## config.mk

```make
export PLATFORM = sky130hd
export DESIGN_NAME = fixed_frame_receiver_core_flat
export DESIGN_NICKNAME = d
export VERILOG_FILES = /design/src/rtl/core/ffr_pkg.sv /design/src/rtl/core/ffr_if.sv /design/src/rtl/core/ffr_parser.sv /design/src/rtl/core/ffr_out_reg.sv /design/src/rtl/core/fixed_frame_receiver_core.sv /design/src/flat_wrapper.sv
export SDC_FILE = /design/constraint.sdc
export NUM_CORES = 1
export LEC_CHECK = 0
export BUFFER_PORTS_ARGS = -buffer_cell sky130_fd_sc_hd__buf_4
export CAP_MARGIN = 40
export CORE_ASPECT_RATIO = 0.6
export CORE_MARGIN = 10
export CORE_UTILIZATION = 60
export DETAILED_ROUTE_END_ITERATION = 6
export GPL_ROUTABILITY_DRIVEN = 0
export PLACE_DENSITY_LB_ADDON = 0.25
export SYNTH_ARGS = -nofsm -noshare
export SYNTH_HDL_FRONTEND = slang
export SYNTH_SLANG_ARGS = --single-unit
```

## constraint.sdc

```tcl
create_clock -name clk -period 24.7 [get_ports clk]
set_clock_uncertainty 0.05 [all_clocks]
set_input_delay 4.94 -clock clk [delete_from_list [all_inputs] [get_ports clk]]
set_output_delay 4.94 -clock clk [all_outputs]
set_load 0.01 [all_outputs]
```

## src/rtl/core/ffr_pkg.sv

```systemverilog
// ----------------------------------------------------------------------------
// ffr_pkg
// Types and constants shared by the fixed frame receiver core.
// ----------------------------------------------------------------------------
package ffr_pkg;

  localparam int unsigned POS_W = 5;

  localparam logic [7:0] HEADER_BYTE = 8'hAB;
  localparam logic [7:0] TAIL_BYTE   = 8'hCC;

  // Frame layout, as byte positions within the frame
  localparam logic [POS_W-1:0] MODE_POS   = POS_W'(1);
  localparam logic [POS_W-1:0] FIRST_WORD = POS_W'(2);
  localparam logic [POS_W-1:0] SUMMED_LEN = POS_W'(18);  // also the checksum position
  localparam logic [POS_W-1:0] TAIL_POS   = POS_W'(19);

  localparam int unsigned NUM_WORDS = 8;

  typedef enum logic [1:0] {
    STATUS_GOOD     = 2'd0,
    STATUS_BAD_TAIL = 2'd1,
    STATUS_BAD_SUM  = 2'd2
  } ffr_status_t;

  typedef enum logic {
    ST_HUNT    = 1'b0,
    ST_COLLECT = 1'b1
  } ffr_state_t;

  typedef struct packed {
    ffr_status_t        frame_status;
    logic [7:0]         mode_byte;
    logic signed [15:0] x_feedback;
    logic signed [15:0] x_target;
    logic signed [15:0] x_drive;
    logic signed [15:0] x_error;
    logic signed [15:0] y_feedback;
    logic signed [15:0] y_target;
    logic signed [15:0] y_drive;
    logic signed [15:0] y_error;
    logic [31:0]        frames_seen;
    logic [31:0]        check_failures;
  } ffr_result_t;

endpackage

```

## src/rtl/core/ffr_if.sv

```systemverilog
// ----------------------------------------------------------------------------
// ffr_if
// Valid/ready channels of the fixed frame receiver: received bytes and
// decoded frame results.
// ----------------------------------------------------------------------------
interface ffr_byte_if;
  logic       valid;
  logic       ready;
  logic [7:0] rx_byte;

  modport source (output valid, output rx_byte, input ready);
  modport sink   (input valid, input rx_byte, output ready);
endinterface

interface ffr_result_if;
  logic               valid;
  logic               ready;
  logic [1:0]         frame_status;
  logic [7:0]         mode_byte;
  logic signed [15:0] x_feedback;
  logic signed [15:0] x_target;
  logic signed [15:0] x_drive;
  logic signed [15:0] x_error;
  logic signed [15:0] y_feedback;
  logic signed [15:0] y_target;
  logic signed [15:0] y_drive;
  logic signed [15:0] y_error;
  logic [31:0]        frames_seen;
  logic [31:0]        check_failures;

  modport source (
    output valid, output frame_status, output mode_byte,
    output x_feedback, output x_target, output x_drive, output x_error,
    output y_feedback, output y_target, output y_drive, output y_error,
    output frames_seen, output check_failures,
    input ready
  );
  modport sink (
    input valid, input frame_status, input mode_byte,
    input x_feedback, input x_target, input x_drive, input x_error,
    input y_feedback, input y_target, input y_drive, input y_error,
    input frames_seen, input check_failures,
    output ready
  );
endinterface

```

## src/rtl/core/ffr_parser.sv

```systemverilog
// ----------------------------------------------------------------------------
// ffr_parser
// Header hunt, frame byte capture, checksum and frame/error counters.
// Result is combinational from the current state and the byte in hand.
// ----------------------------------------------------------------------------
module ffr_parser import ffr_pkg::*; (
  input  logic        clk,
  input  logic        rst,
  input  logic        step,       // consume step_byte this cycle
  input  logic [7:0]  step_byte,
  output logic        emit,       // step_byte would finish a frame
  output ffr_result_t result
);

  ffr_state_t       state, state_next;
  logic [POS_W-1:0] byte_position, byte_position_next;
  logic [7:0]       running_sum, running_sum_next;
  logic [31:0]      frame_count, frame_count_next;
  logic [31:0]      error_count, error_count_next;

  logic [7:0]       mode_reg;
  logic [7:0]       frame_bytes [2:17];

  logic [15:0]      words [NUM_WORDS];
  ffr_status_t      status;

  assign emit = (state == ST_COLLECT) && (byte_position == TAIL_POS);

  // tail check wins over checksum; sum holds (sum - checksum) at the tail
  always_comb begin
    if (step_byte != TAIL_BYTE) begin
      status = STATUS_BAD_TAIL;
    end else if (running_sum != 8'd0) begin
      status = STATUS_BAD_SUM;
    end else begin
      status = STATUS_GOOD;
    end
  end

  // next state
  always_comb begin
    state_next = state;
    unique case (state)
      ST_HUNT: begin
        if (step_byte == HEADER_BYTE) state_next = ST_COLLECT;
      end
      ST_COLLECT: begin
        if (byte_position == TAIL_POS) state_next = ST_HUNT;
      end
      default: state_next = ST_HUNT;
    endcase
  end

  // datapath next values
  always_comb begin
    byte_position_next = byte_position;
    running_sum_next   = running_sum;
    frame_count_next   = frame_count;
    error_count_next   = error_count;
    unique case (state)
      ST_HUNT: begin
        if (step_byte == HEADER_BYTE) begin
          byte_position_next = POS_W'(1);
          running_sum_next   = step_byte;
        end
      end
      ST_COLLECT: begin
        if (byte_position < SUMMED_LEN) begin
          running_sum_next   = running_sum + step_byte;
          byte_position_next = byte_position + POS_W'(1);
        end else if (byte_position == SUMMED_LEN) begin
          running_sum_next   = running_sum - step_byte;
          byte_position_next = byte_position + POS_W'(1);
        end else begin
          byte_position_next = '0;
          running_sum_next   = '0;
          frame_count_next   = frame_count + 32'd1;
          if (status != STATUS_GOOD) error_count_next = error_count + 32'd1;
        end
      end
      default: ;
    endcase
  end

  always_ff @(posedge clk) begin
    if (rst) begin
      state         <= ST_HUNT;
      byte_position <= '0;
      running_sum   <= '0;
      frame_count   <= '0;
      error_count   <= '0;
    end else if (step) begin
      state         <= state_next;
      byte_position <= byte_position_next;
      running_sum   <= running_sum_next;
      frame_count   <= frame_count_next;
      error_count   <= error_count_next;
    end
  end

  // frame byte capture, no reset: every byte read is written earlier in the frame
  always_ff @(posedge clk) begin
    if (step && (state == ST_COLLECT)) begin
      if (byte_position == MODE_POS) mode_reg <= step_byte;
      for (int k = 2; k <= 17; k++) begin
        if (byte_position == POS_W'(k)) frame_bytes[k] <= step_byte;
      end
    end
  end

  // big-endian 16-bit values
  always_comb begin
    for (int k = 0; k < NUM_WORDS; k++) begin
      words[k] = {frame_bytes[int'(FIRST_WORD) + 2*k], frame_bytes[int'(FIRST_WORD) + 2*k + 1]};
    end
  end

  // result; bad frames report zero data fields
  always_comb begin
    result                = '0;
    result.frame_status   = status;
    result.frames_seen    = frame_count_next;
    result.check_failures = error_count_next;
    if (status == STATUS_GOOD) begin
      result.mode_byte  = mode_reg;
      result.x_feedback = words[0];
      result.x_target   = words[1];
      result.x_drive    = words[2];
      result.x_error    = words[3];
      result.y_feedback = words[4];
      result.y_target   = words[5];
      result.y_drive    = words[6];
      result.y_error    = words[7];
    end
  end

endmodule

```

## src/rtl/core/ffr_out_reg.sv

```systemverilog
// ----------------------------------------------------------------------------
// ffr_out_reg
// Result register driving the result channel.
// ----------------------------------------------------------------------------
module ffr_out_reg import ffr_pkg::*; (
  input  logic        clk,
  input  logic        rst,
  input  logic        load,
  input  ffr_result_t data,
  output logic        free,     // register can take a result this cycle
  ffr_result_if.source res
);

  logic        valid;
  ffr_result_t held;

  assign free = !valid || res.ready;

  always_ff @(posedge clk) begin
    if (rst) begin
      valid <= 1'b0;
    end else if (load) begin
      valid <= 1'b1;
    end else if (res.ready) begin
      valid <= 1'b0;
    end
  end

  always_ff @(posedge clk) begin
    if (load) held <= data;
  end

  assign res.valid          = valid;
  assign res.frame_status   = held.frame_status;
  assign res.mode_byte      = held.mode_byte;
  assign res.x_feedback     = held.x_feedback;
  assign res.x_target       = held.x_target;
  assign res.x_drive        = held.x_drive;
  assign res.x_error        = held.x_error;
  assign res.y_feedback     = held.y_feedback;
  assign res.y_target       = held.y_target;
  assign res.y_drive        = held.y_drive;
  assign res.y_error        = held.y_error;
  assign res.frames_seen    = held.frames_seen;
  assign res.check_failures = held.check_failures;

endmodule

```

## src/rtl/core/fixed_frame_receiver_core.sv

```systemverilog
// ----------------------------------------------------------------------------
// fixed_frame_receiver_core
// Byte-wise receiver for fixed 20-byte frames with an 8-bit sum check.
// ----------------------------------------------------------------------------
// One received byte per item, one byte per cycle sustained unless a tail
// byte waits for the result register. Bytes are dropped until the header
// 0xAB; the header and the next 19 bytes form a frame (mode, eight
// big-endian signed 16-bit values, sum of bytes 0..17, tail 0xCC). The
// 20th byte produces one result item carrying status (good / bad tail /
// bad checksum, tail check first), the decoded fields (zero for a bad
// frame) and wrapping 32-bit counts of frames and of failed frames. A bad
// frame yields only its status and counts, and the hunt restarts on the
// next byte. The tail byte is accepted into the input register, and the
// parser logic then loads the result register from it once that register
// is free. Only the tail byte waits for the result register to empty;
// while it waits it holds the input register and the input stalls.
// ----------------------------------------------------------------------------
module fixed_frame_receiver_core import ffr_pkg::*; (
  input  logic         clk,
  input  logic         rst,
  ffr_byte_if.sink     rx_ch,
  ffr_result_if.source res_ch
);

  // input register
  logic        s1_valid;
  logic [7:0]  s1_byte;

  // parser / result register handshake
  logic        emit;
  logic        out_free;
  logic        s1_advance;
  logic        out_load;
  ffr_result_t result;

  // a byte moves on unless it finishes a frame and the result slot is busy
  assign s1_advance = !emit || out_free;
  assign out_load   = s1_valid && emit && out_free;
  assign rx_ch.ready = !s1_valid || s1_advance;

  always_ff @(posedge clk) begin
    if (rst) begin
      s1_valid <= 1'b0;
    end else if (rx_ch.valid && rx_ch.ready) begin
      s1_valid <= 1'b1;
    end else if (s1_advance) begin
      s1_valid <= 1'b0;
    end
  end

  always_ff @(posedge clk) begin
    if (rx_ch.valid && rx_ch.ready) s1_byte <= rx_ch.rx_byte;
  end

  ffr_parser u_parser (
    .clk       (clk),
    .rst       (rst),
    .step      (s1_valid && s1_advance),
    .step_byte (s1_byte),
    .emit      (emit),
    .result    (result)
  );

  ffr_out_reg u_out_reg (
    .clk  (clk),
    .rst  (rst),
    .load (out_load),
    .data (result),
    .free (out_free),
    .res  (res_ch)
  );

  // a stalled tail byte stays in the input register
  a_tail_held: assert property (@(posedge clk) disable iff (rst)
    (s1_valid && !s1_advance) |=> (s1_valid && $stable(s1_byte)))
    else $error("tail byte lost while result slot busy");

  // a new result never overwrites one that has not been taken
  a_no_overwrite: assert property (@(posedge clk) disable iff (rst)
    out_load |-> (!res_ch.valid || res_ch.ready))
    else $error("pending result overwritten");

  // bad frames carry zero data fields
  a_bad_zero: assert property (@(posedge clk) disable iff (rst)
    (out_load && (result.frame_status != STATUS_GOOD)) |->
      (result.mode_byte == 8'd0 && result.x_feedback == 16'sd0 &&
       result.y_error == 16'sd0))
    else $error("bad frame carries data");

  // every loaded result shows up on the channel next cycle
  a_load_valid: assert property (@(posedge clk) disable iff (rst)
    out_load |=> res_ch.valid)
    else $error("loaded result not presented");

endmodule
```

## src/flat_wrapper.sv

```systemverilog
// flat-port wrapper written by rule: the top's interface ports become plain ports
module fixed_frame_receiver_core_flat import ffr_pkg::*;
  (clk, rst, rx_ch_valid, rx_ch_rx_byte, rx_ch_ready, res_ch_valid, res_ch_frame_status, res_ch_mode_byte, res_ch_x_feedback, res_ch_x_target, res_ch_x_drive, res_ch_x_error, res_ch_y_feedback, res_ch_y_target, res_ch_y_drive, res_ch_y_error, res_ch_frames_seen, res_ch_check_failures, res_ch_ready);
  ffr_byte_if rx_ch_i ();
  ffr_result_if res_ch_i ();
  input  logic clk;
  input  logic rst;
  input wire logic [$bits(rx_ch_i.valid)-1:0] rx_ch_valid;
  input wire logic [$bits(rx_ch_i.rx_byte)-1:0] rx_ch_rx_byte;
  output wire logic [$bits(rx_ch_i.ready)-1:0] rx_ch_ready;
  output wire logic [$bits(res_ch_i.valid)-1:0] res_ch_valid;
  output wire logic [$bits(res_ch_i.frame_status)-1:0] res_ch_frame_status;
  output wire logic [$bits(res_ch_i.mode_byte)-1:0] res_ch_mode_byte;
  output wire logic [$bits(res_ch_i.x_feedback)-1:0] res_ch_x_feedback;
  output wire logic [$bits(res_ch_i.x_target)-1:0] res_ch_x_target;
  output wire logic [$bits(res_ch_i.x_drive)-1:0] res_ch_x_drive;
  output wire logic [$bits(res_ch_i.x_error)-1:0] res_ch_x_error;
  output wire logic [$bits(res_ch_i.y_feedback)-1:0] res_ch_y_feedback;
  output wire logic [$bits(res_ch_i.y_target)-1:0] res_ch_y_target;
  output wire logic [$bits(res_ch_i.y_drive)-1:0] res_ch_y_drive;
  output wire logic [$bits(res_ch_i.y_error)-1:0] res_ch_y_error;
  output wire logic [$bits(res_ch_i.frames_seen)-1:0] res_ch_frames_seen;
  output wire logic [$bits(res_ch_i.check_failures)-1:0] res_ch_check_failures;
  input wire logic [$bits(res_ch_i.ready)-1:0] res_ch_ready;
  assign rx_ch_i.valid = rx_ch_valid;
  assign rx_ch_i.rx_byte = rx_ch_rx_byte;
  assign rx_ch_ready = rx_ch_i.ready;
  assign res_ch_valid = res_ch_i.valid;
  assign res_ch_frame_status = res_ch_i.frame_status;
  assign res_ch_mode_byte = res_ch_i.mode_byte;
  assign res_ch_x_feedback = res_ch_i.x_feedback;
  assign res_ch_x_target = res_ch_i.x_target;
  assign res_ch_x_drive = res_ch_i.x_drive;
  assign res_ch_x_error = res_ch_i.x_error;
  assign res_ch_y_feedback = res_ch_i.y_feedback;
  assign res_ch_y_target = res_ch_i.y_target;
  assign res_ch_y_drive = res_ch_i.y_drive;
  assign res_ch_y_error = res_ch_i.y_error;
  assign res_ch_frames_seen = res_ch_i.frames_seen;
  assign res_ch_check_failures = res_ch_i.check_failures;
  assign res_ch_i.ready = res_ch_ready;
  fixed_frame_receiver_core u_core (.clk(clk), .rst(rst), .rx_ch(rx_ch_i), .res_ch(res_ch_i));
endmodule
```

==> run_results.csv, run 1 <==
group,metric,value,unit
power,p_sw_frac,0.1956,
layout,final_cell_mix,"346 x edfxtp_1, 230 x buf_4, 153 x and2_1, 114 x nor2_1, 80 x dfxtp_1",
outcome,outcome,"finished, final reports clean",
critical_path,cp.arrival,5890,ps
grt,grt_pass1_vias,10055,
timing,finalCritPeriodShare,0.4407,
floorplanning,rows,47,
drt,drtIter0Drc,1055,
drt,final_antenna_net_count,0,
power,p_per_area,69.30,nW/um2
synthesis,yosysSeqAreaShare,0.7073,
run,maxCapViolations,0,
floorplanning,num_io_pins,216,
synthesis,ys_types,74,
synthesis,ys.flop_type,"edfxtp_1",
grt,grt_first_pass_wirelength,58.26,mm
clock_network,cts_tree,"built",
layout,regMostFlops,"u_core.u_parser.frame_bytes",
timing,fin_crit,10880,ps
synthesis,netlist_top_cells_area,"edfxtp_1 61%, dfxtp_1 9.4%, and2_1 5.6%",
floorplanning,core,27700,um2
power,p_seq_frac,0.549,
timing,fin_setup_tns,0,ps
critical_path,path_buf_inv,2,
drt,drt-total-wl,37.91,mm
critical_path,cpMostUsedCell,"buf_4",
layout,fin_nets,1481,
power,p_int,1.133,mW
synthesis,yosys.area.top_type_share,0.6128,
layout,final_cells,1842,
layout,diodes,0,
synthesis,syn_area,16960,um2
critical_path,crit_fanout,5,
floorplanning,die_area,35600,um2
clock_network,clock_latency,540,ps
clock_network,cts.sinks,426,
critical_path,worstPathCellList,"buf_4 > nor2b_1 > nand4_1 > buf_4",
layout,final_common_cell,"edfxtp_1",
layout,areaGrowthSynthToFinish,19.93,%
grt,grt_start_max_net_pins,83,
timing,hold_slack,463.4,ps
synthesis,async_flop_share,0,
timing,hold_violations,0,
clock_network,clockBufferDepth,3,
clock_network,cts_setup_buffers,0,
layout,largest_register_ffs,128,
timing,tightest_slew,957.5,ps
clock_network,clk_pin_slew,60,ps
grt,grt-ovfl-total,0,
power,power.leakage,7.633,nW
power,vdd_drop_max,0.05792,mV
grt,grtUsageTotal,0.2076,
placed_design,numPortBuffers,215,
synthesis,synth-seq-cells,426,
critical_path,crit_type,"in2out",
placed_design,hpwl,24.71,mm
placed_design,dp.cells,1772,
power,pwr-share-clk,0.432,
drt,vias_per_cell,5.617,
clock_network,cts-root-buf,"clkbuf_16",
clock_network,cts_hold_buf,0,
timing,fmax,91.87,MHz
timing,setup_viol,0,
synthesis,yosysWarnings,0,
clock_network,cts_buffers,38,
drt,post_drt_wl_per_cell,20.58,um
critical_path,crit_slowest_cell,"nor2b_1",
critical_path,start_kind,"input port",
timing,finalMaxSlewViolations,0,
drt,dr.pass1.iters,5,
synthesis,synth_largest_area_cell,"edfxtp_1",
critical_path,end_kind,"output port",
timing,maxSlewHeadroom,0.3564,
critical_path,crit_required,19710,ps
drt,drc,0,
worst_hold_path,hold_class,"reg2reg",
critical_path,crit_family,"simple AND/OR/NAND/NOR gates",
timing,rsz0062_at_grt,"no",
power,netSwitchingPower,275.6,uW
floorplanning,die_h,150.2,um
grt,antenna_found_initial,1,
synthesis,syn_inst,1222,
synthesis,synth_nets,1257,
drt,vias,10346,
synthesis,syn_area_per_cell,13.87,um2
synthesis,synth_edf_count,346,
clock_network,cts_resized,0,
floorplanning,die_w,237.0,um
critical_path,max_stage_delay,380,ps
floorplanning,initial_core_util,0.6121,
clock_network,h-tree-depth,2,
layout,final_layout_size_suffix_gt1_frac,0.2149,
power,pwr-share-comb,0.018,
[synthesized netlist by cell type, drive strengths merged, types with 20 or more instances]
library cell  instances
ha                   21
dfxtp                80
a21oi                21
inv                  30
edfxtp              346
nor2                116
and2                153
clkbuf               35
xor2                 53
nand2                48
nor3                 35
xnor2                66
nand3                37
nand4                20
[worst register-to-register path, stage by stage, from the launching register on]
cell       delay, ps
edfxtp_1         620
buf_8            230
or4b_1           430
or3_1            600
o2111ai_1        610
or2_1            350
nor2_1           100
xnor2_1          170
[layout make-up]
class,count,area [um2]
fill,1733,7365
inverter,30,112.6
multi-input combinational,713,4624
timing repair buffer,237,1864
clock inverter,25,286.5
tap,367,459.2
clock buffer,44,994.7
sequential,426,11990
[through the flow]
step	cell area [um2]	power [mW]	worst slack (ps)	util
after global placement	18910	0.8118	13830	0.6826
after CTS	20330	1.418	13830	0.7339
after floorplan	16960	0.8007	10460	-
final	20330	1.409	13820	0.7341
after global routing	20330	1.451	13700	0.7341
after detailed placement	19050	0.8151	13830	0.6877
[final timing paths]
check	start	to	slack [ps]	depth (start not counted)
max	res_ch_ready	rx_ch_ready	13820	4
min	u_core.u_parser.frame_bytes[4][2]	u_core.u_out_reg.res.x_target[10]	460	1
max reg2reg	u_core.s1_byte[6]	u_core.u_out_reg.res.check_failures[28]	21280	7
min reg2reg	u_core.u_parser.frame_bytes[4][2]	u_core.u_out_reg.res.x_target[10]	460	1
[layer usage]
layer / global-route usage / vias to the layer above / routed length (um)
met5: 0 / - / 0
met4: 0.04757 / 0 / 582
met3: 0.04222 / 52 / 2845
li1: - / 4815 / -
met2: 0.3261 / 389 / 17840
met1: 0.2951 / 5090 / 16650
[power by group through the flow]
| stage | combinational, mW | clock (mW) | sequential (mW) |
|---|---|---|---|
| after floorplan | 0.00921 | 0 | 0.792 |
| final | 0.0258 | 0.609 | 0.774 |
| after detailed placement | 0.0254 | 0 | 0.790 |
| after global placement | 0.0199 | 0 | 0.792 |
| after CTS | 0.0257 | 0.618 | 0.774 |
| after global routing | 0.0276 | 0.650 | 0.774 |
[logic make-up (layout without fill, tap and decap cells)]
kind of cell	after synthesis	count (layout)	synth area share
and+or+nand+nor	479	479	0.1530
muxes	4	4	0.002509
adders and majority gates	23	23	0.01786
xor gates and xnor gates	119	119	0.06147
AOI/OAI and AO/OA	88	88	0.03712
buffers and inverters	83	336	0.02081
DFF	426	426	0.7073
(Power assumes the default switching activity.)
==> run 2: changes to the inputs <==
--- a/config.mk
+++ b/config.mk
@@ -9,7 +9,7 @@
 export CAP_MARGIN = 40
 export CORE_ASPECT_RATIO = 0.6
 export CORE_MARGIN = 10
-export CORE_UTILIZATION = 60
+export CORE_UTILIZATION = 58
 export DETAILED_ROUTE_END_ITERATION = 6
 export GPL_ROUTABILITY_DRIVEN = 0
 export PLACE_DENSITY_LB_ADDON = 0.25
==> constraint.sdc (replaced) <==
create_clock -name clk -period 10.77 [get_ports clk]
set_clock_uncertainty 0.05 [all_clocks]
set_input_delay 2.154 -clock clk [delete_from_list [all_inputs] [get_ports clk]]
set_output_delay 2.154 -clock clk [all_outputs]
set_load 0.01 [all_outputs]
==> run_results.csv, run 2 (synthesis results as in run 1) <==
group,metric,value,unit
outcome,outcome,"finished, final reports clean",
critical_path,max_stage_delay,420,ps
timing,hold_violations,0,
floorplanning,die_area,36700,um2
clock_network,cts.sinks,426,
run,maxCapViolations,0,
clock_network,clockBufferDepth,3,
drt,drc,0,
grt,grt_pass1_vias,10130,
layout,largest_register_ffs,128,
grt,grt-ovfl-total,0,
timing,setup_viol,0,
power,p_sw_frac,0.2018,
timing,fin_setup_tns,0,ps
critical_path,crit_required,8570,ps
layout,regMostFlops,"u_core.u_parser.frame_bytes",
layout,fillers,1896,
critical_path,end_kind,"output port",
drt,final_antenna_net_count,0,
layout,final_cells,1851,
placed_design,hpwl,24.68,mm
clock_network,cts_hold_buf,0,
critical_path,crit_slowest_cell,"nor2b_1",
power,power.leakage,7.187,nW
placed_design,numPortBuffers,215,
drt,dr.pass1.iters,5,
critical_path,start_kind,"input port",
grt,antenna_found_initial,0,
timing,finalCritPeriodShare,0.4971,
floorplanning,rows,48,
timing,maxSlewHeadroom,0.3908,
clock_network,clock_latency,540,ps
layout,fin_nets,1481,
layout,final_cell_mix,"346 x edfxtp_1, 230 x buf_4, 153 x and2_1, 114 x nor2_1, 80 x dfxtp_1",
floorplanning,die_w,240.7,um
timing,tightest_slew,913.9,ps
clock_network,cts_tree,"built",
timing,fmax,186.8,MHz
drt,vias_per_cell,5.589,
grt,grt_start_max_net_pins,96,
clock_network,h-tree-depth,2,
critical_path,crit_type,"in2out",
drt,drt-total-wl,37.75,mm
power,pwr-share-comb,0.018,
floorplanning,initial_core_util,0.5894,
timing,finalMaxSlewViolations,0,
clock_network,clk_pin_slew,60,ps
critical_path,cpMostUsedCell,"buf_4",
clock_network,cts_setup_buffers,0,
timing,fin_crit,5353,ps
drt,post_drt_wl_per_cell,20.40,um
power,p_int,2.551,mW
layout,final_common_cell,"edfxtp_1",
layout,multiInputGateArea,4624,um2
clock_network,cts_resized,0,
critical_path,worstPathCellList,"buf_4 > nor2b_1 > nand4_1 > buf_4",
layout,diodes,0,
floorplanning,die_h,152.4,um
floorplanning,num_io_pins,216,
power,vdd_drop_max,0.1358,mV
clock_network,cts_buffers,39,
layout,final_layout_size_suffix_gt1_frac,0.2161,
worst_hold_path,hold_class,"reg2reg",
clock_network,cts-root-buf,"clkbuf_16",
layout,seq_area,11990,um2
critical_path,crit_family,"simple AND/OR/NAND/NOR gates",
placed_design,dp.cells,1778,
drt,drtIter0Drc,921,
grt,grtUsageTotal,0.2002,
layout,areaGrowthSynthToFinish,19.65,%
power,p_per_area,157.5,nW/um2
critical_path,crit_fanout,5,
power,pwr-share-clk,0.427,
power,netSwitchingPower,645.0,uW
critical_path,r2r_slack,7380,ps
timing,rsz0062_at_grt,"no",
critical_path,cp.arrival,3150,ps
grt,grt_first_pass_wirelength,57.86,mm
critical_path,path_buf_inv,2,
floorplanning,core,28770,um2
drt,vias,10346,
power,p_seq_frac,0.555,
## run 2: cell count changes in the layout (fill, tap and decap cells not counted), moves of 3 or more
cell / previous run / this run
clkbuf_1: 5 / 9
clkinv_4: 0 / 3
clkinv_1: 10 / 5
clkinv_2: 5 / 8
bufinv_16: 6 / 2
## run 2: cell type report
cell class	count	share of cell area
sequential	426	0.5911
multi-input combinational	713	0.2280
timing repair buffer	236	0.09054
clock buffer	52	0.05360
tap	375	0.02313
clock inverter	19	0.008141
inverter	30	0.005551
## run 2: per-layer routing
| metal | vias to the layer above | GRT usage | wire (um) |
|---|---|---|---|
| met5 | - | 0 | 0 |
| met4 | 0 | 0.04742 | 765 |
| met3 | 78 | 0.05094 | 3074 |
| met2 | 384 | 0.3119 | 17460 |
| met1 | 5076 | 0.2777 | 16460 |
| li1 | 4808 | - | - |
## run 2: path summary, 6_finish.rpt
check,startpoint,end,cells after the start
setup / recovery,res_ch_ready,rx_ch_ready,4
hold / removal,u_core.u_parser.frame_bytes[3][6],u_core.u_out_reg.res.x_feedback[6],1
setup reg to reg,u_core.s1_byte[7],u_core.u_out_reg.res.check_failures[28],6
hold reg to reg,u_core.u_parser.frame_bytes[3][6],u_core.u_out_reg.res.x_feedback[6],1
## run 2: worst reg2reg max path: cells and delay by family (launching register included)
kind / cells / cell delay (ps)
xor gates and xnor gates: 1 / 150
and+or+nand+nor: 4 / 1390
DFF: 1 / 920
AOI/OAI and AO/OA: 1 / 630
## run 2: power groups by stage
stage | registers, mW | logic [mW] | clock network, mW
floorplan | 1.82 | 0.0211 | 0
global placement | 1.81 | 0.0528 | 0
detailed placement | 1.81 | 0.0560 | 0
CTS | 1.77 | 0.0563 | 1.39
global route | 1.77 | 0.0610 | 1.45
finish | 1.77 | 0.0570 | 1.36
## run 2: through the flow
step                setup slack [ps]  utilization  total power, mW  hold slack [ps]  cell area (um2)
finish                          5417       0.7052            3.196            456.9            20290
global route                    5380       0.7052            3.288            477.2            20290
CTS                             5428       0.7048            3.221            457.3            20270
detailed placement              5427       0.6612            1.867            451.4            19020
global placement                5506       0.6576            1.863            436.5            18920
floorplan                       2755            -            1.836            417.7            16960
==> run 3: changes to the inputs <==
==> constraint.sdc (replaced) <==
create_clock -name clk -period 5.1 [get_ports clk]
set_clock_uncertainty 0.05 [all_clocks]
set_input_delay 1.02 -clock clk [delete_from_list [all_inputs] [get_ports clk]]
set_output_delay 1.02 -clock clk [all_outputs]
set_load 0.01 [all_outputs]
==> run_results.csv, run 3 (synthesis results as in run 1) <==
group,metric,value,unit
power,pwr-share-comb,0.018,
grt,grtUsageTotal,0.1998,
power,p_int,5.236,mW
outcome,outcome,"finished, final reports clean",
layout,fin_util,0.7015,
power,fin_total_pwr,6.557,mW
critical_path,r2r_slack,1790,ps
floorplanning,die_area,36700,um2
power,p_seq_frac,0.571,
floorplanning,die_w,240.7,um
grt,grt-ovfl-total,0,
critical_path,crit_family,"simple AND/OR/NAND/NOR gates",
clock_network,clock_latency,540,ps
drt,post_drt_wl_per_cell,20.34,um
placed_design,place_ws,1856,ps
timing,finalMaxSlewViolations,0,
layout,largest_register_ffs,128,
timing,finalCritPeriodShare,0.6496,
timing,rsz0062_at_grt,"no",
floorplanning,initial_core_util,0.5894,
drt,drtIter0Drc,848,
clock_network,h-tree-depth,2,
power,pwr-share-clk,0.411,
timing,setup_slack,1787,ps
critical_path,cp.arrival,3550,ps
clock_network,clk_pin_slew,70,ps
grt,grt_start_max_net_pins,85,
critical_path,max_stage_delay,650,ps
clock_network,clockBufferDepth,3,
floorplanning,rows,48,
clock_network,cts_buffers,38,
critical_path,crit_required,5330,ps
drt,dr.pass1.iters,6,
timing,maxSlewHeadroom,0.3683,
grt,antenna_found_initial,0,
power,vdd_drop_max,0.2117,mV
floorplanning,core,28770,um2
layout,areaGrowthSynthToFinish,19.02,%
run,maxCapViolations,0,
power,power.leakage,7.546,nW
layout,regMostFlops,"u_core.u_parser.frame_bytes",
placed_design,hpwl,25.19,mm
clock_network,cts_resized,0,
drt,drc,0,
clock_network,cts_setup_buffers,0,
layout,final_layout_size_suffix_gt1_frac,0.2125,
layout,fin_nets,1479,
drt,vias,10247,
timing,hold_slack,454.0,ps
layout,final_cell_mix,"346 x edfxtp_1, 228 x buf_4, 153 x and2_1, 114 x nor2_1, 80 x dfxtp_1",
floorplanning,die_h,152.4,um
clock_network,cts_tree,"built",
floorplanning,num_io_pins,216,
critical_path,crit_type,"reg2reg",
timing,hold_violations,0,
critical_path,crit_fanout,22,
critical_path,worstPathCellList,"buf_4 > or4b_1 > or3_1 > o2111ai_1 > or2_1 > nor2_1 > xor2_1",
timing,setup_viol,0,
worst_hold_path,hold_class,"reg2reg",
grt,grt_pass1_vias,9918,
drt,drt-total-wl,37.58,mm
timing,tightest_slew,939.8,ps
power,p_sw_frac,0.2014,
critical_path,crit_slowest_cell,"o2111ai_1",
placed_design,numPortBuffers,215,
power,p_per_area,324.9,nW/um2
clock_network,cts-root-buf,"clkbuf_16",
layout,diodes,0,
power,netSwitchingPower,1.321,mW
timing,fmax,301.8,MHz
clock_network,cts_hold_buf,0,
drt,final_antenna_net_count,0,
grt,grt_first_pass_wirelength,57.44,mm
layout,final_common_cell,"edfxtp_1",
drt,vias_per_cell,5.545,
critical_path,end_kind,"register",
critical_path,path_buf_inv,1,
timing,fin_crit,3313,ps
critical_path,start_kind,"register",
clock_network,cts.sinks,426,
timing,fin_setup_tns,0,ps
[run 3: final cells by class]
class	count	area [um2]
timing repair buffer	235	1827
tap	375	469.2
clock inverter	22	150.1
multi-input combinational	713	4624
sequential	426	11990
inverter	30	112.6
clock buffer	47	1006
fill	1897	8587
[run 3: metal layers]
| layer | GRT usage | vias up | wire length (um) |
|---|---|---|---|
| li1 | - | 4814 | - |
| met1 | 0.2857 | 5039 | 16920 |
| met2 | 0.3026 | 343 | 17060 |
| met3 | 0.04967 | 51 | 2931 |
| met4 | 0.04653 | 0 | 674 |
| met5 | 0 | - | 0 |
[run 3: final timing paths]
check                                                        start                                 endpoint  cells after the start
worst max-delay path                             u_core.s1_byte[5]  u_core.u_out_reg.res.check_failures[30]                      7
worst min-delay path            u_core.u_parser.frame_bytes[10][3]      u_core.u_out_reg.res.y_feedback[11]                      1
worst max register to register                   u_core.s1_byte[5]  u_core.u_out_reg.res.check_failures[30]                      7
worst min register to register  u_core.u_parser.frame_bytes[10][3]      u_core.u_out_reg.res.y_feedback[11]                      1
[run 3: worst reg2reg max path, stage by stage (launching register included)]
cell       delay, ps
edfxtp_1         360
buf_4            240
or4b_1           640
or3_1            590
o2111ai_1        650
or2_1            320
nor2_1            80
xor2_1           140
[run 3: per-stage QoR]
stage,instances,cell area (um2)
floorplan,1222,16960
global placement,1774,18950
detailed placement,1777,19010
CTS,1846,20170
global route,1848,20180
finish,1848,20180
[run 3: power by group through the flow]
stage | Clock (mW) | Combinational (mW) | Sequential, mW
6_report | 2.69 | 0.118 | 3.75
5_1_grt | 2.88 | 0.127 | 3.74
4_1_cts | 2.75 | 0.117 | 3.75
3_5_place_dp | 0 | 0.116 | 3.82
3_3_place_gp | 0 | 0.108 | 3.82
2_1_floorplan | 0 | 0.0446 | 3.83
